<file path="src/hdl/ucd_pkg.sv">
// Shared types and constants for the UTF-8 code point decoder.
// No dependencies; imported by every module of the block.
`default_nettype none

package ucd_pkg;

  localparam int unsigned BYTE_W = 8;
  localparam int unsigned CP_W   = 31;
  localparam int unsigned PEND_W = 3;
  localparam int unsigned STAT_W = 2;

  typedef enum logic [STAT_W-1:0] {
    ST_OK      = 2'd0,
    ST_END     = 2'd1,
    ST_INVALID = 2'd2
  } status_t;

  typedef struct packed {
    logic [CP_W-1:0] code_point;
    status_t         status;
  } ucd_result_t;

endpackage

`default_nettype wire

</file>
<file path="src/hdl/ucd_in_stage.sv">
// Input register of the decoder: holds one accepted text byte.
// Depends on ucd_pkg.
`default_nettype none

module ucd_in_stage
  import ucd_pkg::*;
(
  input  wire logic              clk,
  input  wire logic              rst_n,
  input  wire logic              in_tvalid,
  output logic                   in_tready,
  input  wire logic [BYTE_W-1:0] in_tdata,
  input  wire logic              out_space,   // downstream can take a byte this cycle
  output logic                   take,        // held byte moves to decode
  output logic [BYTE_W-1:0]      byte_q
);

  logic              vld_r, vld_nxt;
  logic [BYTE_W-1:0] byte_r;

  assign take      = vld_r & out_space;
  assign in_tready = ~vld_r | out_space;
  assign byte_q    = byte_r;

  always_comb begin
    vld_nxt = vld_r;
    if (take)      vld_nxt = 1'b0;
    if (in_tvalid && in_tready) vld_nxt = 1'b1;
  end

  always_ff @(posedge clk) begin
    if (!rst_n) begin
      vld_r <= 1'b0;
    end else begin
      vld_r <= vld_nxt;
    end
  end

  always_ff @(posedge clk) begin
    if (in_tvalid && in_tready) begin
      byte_r <= in_tdata;
    end
  end

endmodule

`default_nettype wire

</file>
<file path="src/hdl/ucd_decode.sv">
// Sequence decoder: accumulator, pending count and lead classification.
// Depends on ucd_pkg.
`default_nettype none

module ucd_decode
  import ucd_pkg::*;
(
  input  wire logic              clk,
  input  wire logic              rst_n,
  input  wire logic              take,
  input  wire logic [BYTE_W-1:0] byte_q,
  output logic                   res_vld,
  output ucd_result_t            res
);

  logic [CP_W-1:0]   acc_r, acc_nxt;
  logic [PEND_W-1:0] pend_r, pend_nxt;
  logic [PEND_W-1:0] pend_dec;
  logic [CP_W-1:0]   done_val;
  logic              emit, bad_lead;

  assign pend_dec = pend_r - PEND_W'(1);

  always_comb begin
    acc_nxt  = acc_r;
    pend_nxt = pend_r;
    emit     = 1'b0;
    bad_lead = 1'b0;
    done_val = '0;
    if (pend_r != '0) begin
      // continuation: unchecked, low six bits shift in
      acc_nxt  = {acc_r[CP_W-7:0], byte_q[5:0]};
      pend_nxt = pend_dec;
      if (pend_dec == '0) begin
        emit     = 1'b1;
        done_val = acc_nxt;
        acc_nxt  = '0;
      end
    end else begin
      unique casez (byte_q)
        8'b0???????: begin
          emit     = 1'b1;
          done_val = CP_W'(byte_q);
          acc_nxt  = '0;
        end
        8'b111111??: begin
          acc_nxt  = CP_W'(byte_q & 8'h01);
          pend_nxt = 3'd5;
        end
        8'b111110??: begin
          acc_nxt  = CP_W'(byte_q & 8'h03);
          pend_nxt = 3'd4;
        end
        8'b11110???: begin
          acc_nxt  = CP_W'(byte_q & 8'h07);
          pend_nxt = 3'd3;
        end
        8'b1110????: begin
          acc_nxt  = CP_W'(byte_q & 8'h0f);
          pend_nxt = 3'd2;
        end
        8'b110?????: begin
          acc_nxt  = CP_W'(byte_q & 8'h1f);
          pend_nxt = 3'd1;
        end
        default: begin
          // stray continuation byte as a lead
          bad_lead = 1'b1;
          acc_nxt  = '0;
        end
      endcase
    end
  end

  always_comb begin
    res_vld        = take & (emit | bad_lead);
    res.code_point = done_val;
    if (bad_lead)             res.status = ST_INVALID;
    else if (done_val == '0)  res.status = ST_END;
    else                      res.status = ST_OK;
  end

  always_ff @(posedge clk) begin
    if (!rst_n) begin
      acc_r  <= '0;
      pend_r <= '0;
    end else if (take) begin
      acc_r  <= acc_nxt;
      pend_r <= pend_nxt;
    end
  end

endmodule

`default_nettype wire

</file>
<file path="src/hdl/ucd_out_stage.sv">
// Result register of the decoder, drives the output stream.
// Depends on ucd_pkg.
`default_nettype none

module ucd_out_stage
  import ucd_pkg::*;
(
  input  wire logic        clk,
  input  wire logic        rst_n,
  input  wire logic        res_vld,
  input  ucd_result_t      res,
  output logic             out_space,
  output logic             out_tvalid,
  input  wire logic        out_tready,
  output logic [31:0]      out_tdata,
  output logic [1:0]       out_tuser
);

  logic        vld_r, vld_nxt;
  ucd_result_t res_r;

  assign out_space  = ~vld_r | out_tready;
  assign out_tvalid = vld_r;
  assign out_tdata  = {{(32-CP_W){1'b0}}, res_r.code_point};
  assign out_tuser  = res_r.status;

  always_comb begin
    vld_nxt = vld_r;
    if (out_tready) vld_nxt = 1'b0;
    if (res_vld)    vld_nxt = 1'b1;
  end

  always_ff @(posedge clk) begin
    if (!rst_n) begin
      vld_r <= 1'b0;
    end else begin
      vld_r <= vld_nxt;
    end
  end

  always_ff @(posedge clk) begin
    if (res_vld) begin
      res_r <= res;
    end
  end

endmodule

`default_nettype wire

</file>
<file path="src/hdl/utf8_codepoint_decoder.sv">
// UTF-8 code point decoder, top level (legacy one to six byte sequences).
// Depends on ucd_pkg, ucd_in_stage, ucd_decode and ucd_out_stage.
//
// Usage:
//   in_*  : one raw text byte per item (in_tdata[7:0]).
//   out_* : one item per completed character or bad lead byte:
//           out_tdata[30:0] code point, out_tdata[31] zero,
//           out_tuser[1:0] status (ok, end of text, invalid lead).
//   Continuation bytes are not checked; a byte 80..BF seen as a lead
//   gives an invalid item with code point zero. A completed value of
//   zero is reported as end of text.
// Timing:
//   One byte per cycle sustained while out_tready stays high. A byte waits in
//   the input register until the output register has space; its result, if
//   any, is then written to the output register, and out_tvalid rises once it is held there.
//   Bytes that only extend a sequence produce no output item.
// Reset (rst_n low, synchronous): both registers empty, decoder idle with
//   a cleared accumulator; in_tready is high on the first cycle after.
// Stall: while out_tready is low the result holds; the input register can
//   still take one more byte, after which in_tready drops until the
//   result is taken.
`default_nettype none

module utf8_codepoint_decoder
  import ucd_pkg::*;
(
  input  wire logic        clk,
  input  wire logic        rst_n,
  input  wire logic        in_tvalid,
  output logic             in_tready,
  input  wire logic [7:0]  in_tdata,    // [7:0] text_byte
  output logic             out_tvalid,
  input  wire logic        out_tready,
  output logic [31:0]      out_tdata,   // [30:0] code_point, [31] zero pad
  output logic [1:0]       out_tuser    // [1:0] status
);

  logic              out_space;
  logic              take;
  logic [BYTE_W-1:0] byte_q;
  logic              res_vld;
  ucd_result_t       res;

  // byte holding register, accepts a byte while empty even when the result stalls
  ucd_in_stage u_in (
    .clk       (clk),
    .rst_n     (rst_n),
    .in_tvalid (in_tvalid),
    .in_tready (in_tready),
    .in_tdata  (in_tdata),
    .out_space (out_space),
    .take      (take),
    .byte_q    (byte_q)
  );

  // accumulator and pending count advance only when a byte moves on
  ucd_decode u_dec (
    .clk     (clk),
    .rst_n   (rst_n),
    .take    (take),
    .byte_q  (byte_q),
    .res_vld (res_vld),
    .res     (res)
  );

  ucd_out_stage u_out (
    .clk        (clk),
    .rst_n      (rst_n),
    .res_vld    (res_vld),
    .res        (res),
    .out_space  (out_space),
    .out_tvalid (out_tvalid),
    .out_tready (out_tready),
    .out_tdata  (out_tdata),
    .out_tuser  (out_tuser)
  );

endmodule

`default_nettype wire

</file>
<file path="config.mk">
export PLATFORM = sky130hd
export DESIGN_NAME = utf8_codepoint_decoder
export DESIGN_NICKNAME = d
export VERILOG_FILES = /design/src/hdl/ucd_pkg.sv /design/src/hdl/ucd_in_stage.sv /design/src/hdl/ucd_decode.sv /design/src/hdl/ucd_out_stage.sv /design/src/hdl/utf8_codepoint_decoder.sv
export SDC_FILE = /design/constraint.sdc
export NUM_CORES = 1
export LEC_CHECK = 0
export ABC_AREA = 1
export BUFFER_PORTS_ARGS = -buffer_cell sky130_fd_sc_hd__clkbuf_2
export CAP_MARGIN = 10
export CORE_AREA = 2 2 93 95
export CTS_BUF_LIST = sky130_fd_sc_hd__clkbuf_16
export CTS_CLUSTER_SIZE = 14
export DETAILED_ROUTE_END_ITERATION = 10
export DIE_AREA = 0 0 95 97
export GPL_ROUTABILITY_DRIVEN = 0
export PLACE_DENSITY = 0.62
export REMOVE_ABC_BUFFERS = 1
export SLEW_MARGIN = 20
export SYNTH_ARGS = -nofsm -noshare
export SYNTH_HDL_FRONTEND = slang
export SYNTH_SLANG_ARGS = --single-unit
</file>
<file path="constraint.sdc">
create_clock -name clk -period 3.04 [get_ports clk]
set_clock_uncertainty 0.1 [all_clocks]
set_input_delay 0.304 -clock clk [delete_from_list [all_inputs] [get_ports clk]]
set_output_delay 0.304 -clock clk [all_outputs]
set_load 0.02 [all_outputs]
</file>
After elaboration in Yosys (flattened, before gate mapping)
Cells that the tools add are included.

Bits in registers: 71. Output and inout bits: 36.

Add/subtract/negate cells: 1. Equal/unequal tests: 5. Multiplexer cells: 18. Bitwise logic cells: 8. Reductions and logical operators: 9.

Operators by type and width (count): $mux W31 (2); $mux W25 (2); $logic_not A31 Y1 (1); $pmux W5 S5 (1); $pmux W3 S5 (1); $eq A6 B6 Y1 const B (2); $mux W1 (10); $mux W7 (1); $reduce_bool A6 Y1 (1); $reduce_or A6 Y1 (1); $eq A5 B5 Y1 const B (1); $eq A4 B4 Y1 const B (1); $reduce_bool A2 Y1 (2); $eq A3 B3 Y1 const B (1); $logic_not A3 Y1 (1); $mux W3 (1); $not A1 Y1 (3); $or A1 B1 Y1 (3); $reduce_bool A3 Y1 (1); $sub A3 B1 Y3 const B (1); $and A1 B1 Y1 (2); $reduce_and A2 Y1 (1); $logic_and A1 B1 Y1 (1).

Longest topological paths before layout
Word-level depth: 7. Mapped depth: 12. Depth with buffers taken out: 12.

Modules after synthesis
Synthesis repeated with hierarchy kept, for this count alone.

Cell total of the unflattened synthesis: 354. Area total of the unflattened synthesis: 3159.3 um^2.

By module, submodules not included: ucd_decode (instances 1, cells an instance 296, area an instance 1811.7 um^2, seq. area each 560.5 um^2); ucd_out_stage (instances 1, cells an instance 41, area an instance 1048.5 um^2, seq. area each 1011.0 um^2); ucd_in_stage (instances 1, cells an instance 17, area an instance 299.0 um^2, seq. area each 260.2 um^2).

Worst setup path before layout
No wires, ideal clock.

Kind: register to register. Start point: register u_dec.pend_r[0]. End point: register u_out.res_r (netlist bit u_out.out_tdata[0]) (enable). Arrival: 1892 ps. Required time: 2552 ps. Path slack: 659 ps. Stages on the path, launching flop included: 12. Buffers on the path: 0. Clock period less this slack: 2381 ps. Path through: dfxtp_1 > inv_1 > ha_1 > inv_1 > nand2_2 > nand2_4 > nand2_8 > nand2_4 > clkinv_2 > nor2_1 > nand2_1 > inv_1.

Cells in the longest elaborated chain, start to end: 6. Elaborated cells on any way between the ends: 8. Classes of those cells: add/sub (1); mux (3); bitwise (2); reduce/logical (2).

RTL lines: from (decl) (line ucd_decode.sv:17) `logic [PEND_W-1:0] pend_r, pend_nxt;`; from (signal assigned) (line ucd_decode.sv:89) `pend_r <= pend_nxt;`; $sub A3 B1 Y3 (line ucd_decode.sv:22) `assign pend_dec = pend_r - PEND_W'(1);`; $logic_not A3 Y1 (line ucd_decode.sv:34) `if (pend_dec == '0) begin`; $mux W1 (line ucd_decode.sv:34); $mux W1 (line ucd_decode.sv:30) `if (pend_r != '0) begin`; $or A1 B1 Y1 (*) (line ucd_decode.sv:76) `res_vld = take & (emit | bad_lead);`; $and A1 B1 Y1 (*) (line ucd_decode.sv:76); via res_vld (line utf8_codepoint_decoder.sv:41) `logic res_vld;`; to (signal assigned) (line ucd_out_stage.sv:43) `res_r <= res;`; to (decl) (line ucd_out_stage.sv:20) `ucd_result_t res_r;`.

Mark *: on every way through the listed nets, which the timed path passes. The rest lies on a longest branch. A chain may end at the register's enable or synchronous reset.

Worst setup path in the final report
Start point: register u_dec.pend_r[1]. End point: register u_out.res_r (netlist bit u_out.out_tdata[10]) (enable).

Same word-level chain as after synthesis.

==> metrics.txt <==
# TYPE chip_impl_metric gauge
chip_impl_info{name="outcome",value="finished, final reports clean"} 1
chip_impl_metric{name="fp.dieH",unit="um"} 97
chip_impl_metric{name="fin_tns_setup",unit="ps"} 0
chip_impl_metric{name="arrival",unit="ps"} 2170
chip_impl_metric{name="num_io_pins",unit=""} 48
chip_impl_metric{name="core.rowCount",unit=""} 33
chip_impl_metric{name="async_flop_share",unit="%"} 0
chip_impl_metric{name="combPwrFrac",unit="%"} 13.1
chip_impl_metric{name="grt_use_total",unit="%"} 16.1
chip_impl_info{name="dominantRegCellSynth",value="sky130_fd_sc_hd__edfxtp_1"} 1
chip_impl_metric{name="count_of_buffers_added_by_post_cts_timing_repair_for_setup",unit=""} 0
chip_impl_metric{name="timing.reg2reg.setup_slack",unit="ps"} 790
chip_impl_metric{name="worst_endpoint_required_time",unit="ps"} 2960
chip_impl_metric{name="port_buffers",unit=""} 46
chip_impl_metric{name="synth_enable_flop_cells",unit=""} 41
chip_impl_info{name="cts.root.buffer_cell",value="sky130_fd_sc_hd__clkbuf_16"} 1
chip_impl_metric{name="synthCells",unit=""} 347
chip_impl_info{name="synth_top_cells_by_area",value="sky130_fd_sc_hd__edfxtp_1, sky130_fd_sc_hd__dfxtp_1, sky130_fd_sc_hd__nand2_1"} 1
chip_impl_metric{name="layout-drive-gt1-share",unit="%"} 23.9
chip_impl_metric{name="drt.antenna.violating_nets",unit=""} 0
chip_impl_info{name="worst_r2r_dst",value="u_out.out_tdata[10]$_DFFE_PP_"} 1
chip_impl_metric{name="syn_area",unit="mm2"} 0.00320
chip_impl_info{name="synth_top_family_by_area",value="simple AND/OR/NAND/NOR gates"} 1
chip_impl_metric{name="power_density_normalized_to_cell_area",unit="mW/mm2"} 644
chip_impl_info{name="netlist.top_cell.by_area",value="sky130_fd_sc_hd__edfxtp_1"} 1
chip_impl_metric{name="synth_warnings",unit=""} 0
chip_impl_metric{name="routedWlPerCell",unit="um"} 13.2
chip_impl_metric{name="cts_repair_resize_count",unit=""} 0
chip_impl_metric{name="seq_power_share",unit="%"} 45.6
chip_impl_metric{name="grt_pass1_wl",unit="mm"} 11.3
chip_impl_metric{name="worstPathMaxFanout",unit=""} 34
chip_impl_info{name="cts_tree",value="built"} 1
chip_impl_metric{name="initial_antenna_violation_count",unit=""} 0
chip_impl_metric{name="place_hpwl",unit="mm"} 4.61
chip_impl_info{name="layout.cells.most_common_list",value="sky130_fd_sc_hd__nand2_1, sky130_fd_sc_hd__inv_1, sky130_fd_sc_hd__clkbuf_2"} 1
chip_impl_metric{name="die_area",unit="mm2"} 0.00922
chip_impl_metric{name="clk_transition_reported_paths",unit="ps"} 50
chip_impl_metric{name="synthAdderAreaFrac",unit="%"} 1.17
chip_impl_metric{name="worstSkewPairLatency",unit="ps"} 330
chip_impl_metric{name="net-switching-power",unit="W"} 0.000647
chip_impl_metric{name="core-area",unit="mm2"} 0.00813
chip_impl_metric{name="power.share.clock",unit="%"} 41.2
chip_impl_info{name="worstSetupEndpointType",value="flop"} 1
chip_impl_metric{name="drc",unit=""} 0
chip_impl_metric{name="number_of_buffers_created_by_cts",unit=""} 9
chip_impl_metric{name="post_synth_xor_area_fraction",unit="%"} 0
chip_impl_metric{name="maxCapViolCount",unit=""} 0
chip_impl_metric{name="synthDominantCellAreaShare",unit="%"} 38.5
chip_impl_metric{name="synth-simple-area-share",unit="%"} 19.0
chip_impl_info{name="critPathLaunchType",value="flop"} 1
chip_impl_metric{name="worst-r2r-cell-count",unit=""} 9
chip_impl_metric{name="grt_remaining_overflow",unit=""} 0
chip_impl_metric{name="grt_pass1_vias",unit=""} 2332
chip_impl_metric{name="htree_levels",unit=""} 3
chip_impl_metric{name="period_needed",unit="ps"} 2250
chip_impl_info{name="crit_type",value="flop to flop"} 1
chip_impl_metric{name="power_switching_share",unit="%"} 26.4
chip_impl_metric{name="final.period_utilization",unit="%"} 73.9
chip_impl_metric{name="fin_nets",unit=""} 408
chip_impl_metric{name="achievable_freq",unit="MHz"} 445
chip_impl_metric{name="drt-pass1-iter-count",unit=""} 4
chip_impl_metric{name="max-vdd-ir-drop",unit="mV"} 0.285
chip_impl_info{name="regToRegStartpoint",value="u_dec.pend_r[1]$_SDFFE_PN0P_"} 1
chip_impl_metric{name="min_delay_path_depth",unit=""} 1
chip_impl_metric{name="num_antenna_cells",unit=""} 0
chip_impl_metric{name="dieWidth",unit="um"} 95
chip_impl_metric{name="p_int",unit="W"} 0.00180
chip_impl_metric{name="relSlewSlack",unit="%"} 56.3
chip_impl_metric{name="synthMuxAreaShare",unit="%"} 0
chip_impl_metric{name="final-max-slew-violation-count",unit=""} 0
chip_impl_info{name="rsz0062_at_grt",value="no"} 1
chip_impl_metric{name="yosys_register_bits",unit=""} 71
chip_impl_metric{name="initial_utilization",unit="%"} 39.4
chip_impl_info{name="hold_class",value="input port to flop"} 1
chip_impl_metric{name="p_leak",unit="nW"} 1.56
chip_impl_metric{name="clock_sink_count",unit=""} 71
chip_impl_metric{name="vias_per_cell",unit=""} 4.86
chip_impl_metric{name="areaGrowthSynthToFinish",unit="%"} 18.7
chip_impl_metric{name="distinct_cells_synth",unit=""} 33
chip_impl_info{name="final_common_cell",value="sky130_fd_sc_hd__nand2_1"} 1
chip_impl_info{name="whs_endpoint",value="u_in.byte_q[1]$_DFFE_PP_"} 1
chip_impl_metric{name="complex_gate_fraction_of_the_synthesized_area",unit="%"} 13.7
chip_impl_metric{name="initialDrtViolationCount",unit=""} 118
chip_impl_metric{name="ctsHoldBuffers",unit=""} 0
chip_impl_metric{name="tightestPinTransition",unit="ps"} 654
chip_impl_info{name="worst_hold_startpoint",value="in_tdata[1]"} 1
chip_impl_metric{name="final_hold_violating_endpoints",unit=""} 0
chip_impl_metric{name="detail_route.wirelength",unit="mm"} 6.62
chip_impl_metric{name="filler_cell_count",unit=""} 789
chip_impl_metric{name="vias",unit=""} 2443
chip_impl_metric{name="pin_count_of_the_biggest_net_entering_global_routing",unit=""} 46
chip_impl_metric{name="final_core_util",unit="%"} 46.7
chip_impl_metric{name="largest_buffer_count_on_any_clock_path",unit=""} 2
chip_impl_metric{name="avgSynthCellArea",unit="um2"} 9.23
chip_impl_metric{name="synth_seq_area_share",unit="%"} 57.2
chip_impl_metric{name="finalSetupViolations",unit=""} 0
==> critical path: stages (launching register included) <==
cell	delay [ps]
sky130_fd_sc_hd__dfxtp_1	310
sky130_fd_sc_hd__inv_1	90
sky130_fd_sc_hd__ha_1	490
sky130_fd_sc_hd__nand2_8	190
sky130_fd_sc_hd__nand2_4	140
sky130_fd_sc_hd__clkinv_2	60
sky130_fd_sc_hd__nor2_1	80
sky130_fd_sc_hd__nand2_1	90
sky130_fd_sc_hd__inv_1	120
sky130_fd_sc_hd__buf_12	220
==> registers in the layout, summed over array words and instances, names as in the netlist <==
| register | count |
|---|---|
| u_in.byte_q | 8 |
| u_dec.acc_r | 25 |
| u_dec.pend_r | 3 |
| u_out.out_tvalid | 1 |
| u_in.vld_r | 1 |
| u_out.out_tdata | 31 |
| u_out.out_tuser | 2 |
==> power by group through the flow <==
stage                     Clock (W)  Combinational (W)  Sequential [W]
final                       0.00101           0.000322         0.00112
after global routing        0.00108           0.000362         0.00112
after CTS                   0.00103           0.000326         0.00112
after detailed placement          0           0.000325         0.00114
after global placement            0           0.000320         0.00114
after floorplan                   0           0.000186         0.00117
==> layer usage <==
metal | global-route usage [%] | vias up | share of wire, % | wire, um
met1 | 20.7 | 1113 | 45 | 2950
li1 | - | 1249 | - | -
met2 | 24.9 | 68 | 49 | 3220
met4 | 7.80 | 0 | 2.1 | 142
met3 | 4.05 | 13 | 4.6 | 306
met5 | 0 | - | 0 | 0
==> synthesized netlist by cell type, types with 2 or more instances <==
master,n
sky130_fd_sc_hd__o211ai_1,2
sky130_fd_sc_hd__buf_2,2
sky130_fd_sc_hd__edfxtp_1,41
sky130_fd_sc_hd__nand2_2,12
sky130_fd_sc_hd__o21ai_0,32
sky130_fd_sc_hd__nand4_1,3
sky130_fd_sc_hd__a31oi_1,2
sky130_fd_sc_hd__ha_1,3
sky130_fd_sc_hd__inv_1,46
sky130_fd_sc_hd__nor3_1,18
sky130_fd_sc_hd__a21oi_1,24
sky130_fd_sc_hd__dfxtp_1,30
sky130_fd_sc_hd__clkbuf_1,7
sky130_fd_sc_hd__inv_2,3
sky130_fd_sc_hd__a21oi_2,10
sky130_fd_sc_hd__buf_4,3
sky130_fd_sc_hd__nand3_1,11
sky130_fd_sc_hd__nand2_1,47
sky130_fd_sc_hd__o21ai_1,4
sky130_fd_sc_hd__nand2_4,2
sky130_fd_sc_hd__nor2_1,33
==> metrics by stage <==
step | hold slack (ps) | worst slack, ps | cells | area (um2) | total power (W)
after global routing | 42.3 | 543 | 503 | 3800 | 0.00257
final | 46.6 | 794 | 503 | 3800 | 0.00245
after global placement | 358 | 834 | 487 | 3510 | 0.00146
after detailed placement | 365 | 799 | 487 | 3510 | 0.00146
after CTS | 36.3 | 795 | 503 | 3800 | 0.00247
after floorplan | 303 | 341 | 332 | 3110 | 0.00135
==> area by class of cell <==
cell class	instances	area [um2]	area share (%)
sequential	71	1830	48.2
clock buffer	9	225	5.92
multi-input combinational	211	1090	28.6
inverter	50	189	4.97
timing repair buffer	50	273	7.18
clock inverter	7	63.8	1.68
tap	105	131	3.46
==> worst max-delay path by stage <==
stage	from	end
after floorplan	u_dec.pend_r[0]$_SDFFE_PN0P_	u_out.out_tdata[0]$_DFFE_PP_
after global placement	u_dec.pend_r[1]$_SDFFE_PN0P_	u_out.out_tdata[13]$_DFFE_PP_
after detailed placement	u_dec.pend_r[1]$_SDFFE_PN0P_	u_out.out_tdata[19]$_DFFE_PP_
after CTS	u_dec.pend_r[1]$_SDFFE_PN0P_	u_out.out_tdata[18]$_DFFE_PP_
after global routing	u_dec.pend_r[0]$_SDFFE_PN0P_	u_out.out_tuser[0]$_SDFFCE_PP0P_
final	u_dec.pend_r[1]$_SDFFE_PN0P_	u_out.out_tdata[10]$_DFFE_PP_
==> kinds of logic (layout without fill, tap and decap cells) <==
kind of cell	count (synthesis)	in the layout
other cells	1	1
simple gates	130	130
compound gates	77	77
fa+ha+maj	3	3
buf+inv	65	116
flops	71	71
(Power assumes the default switching activity.)
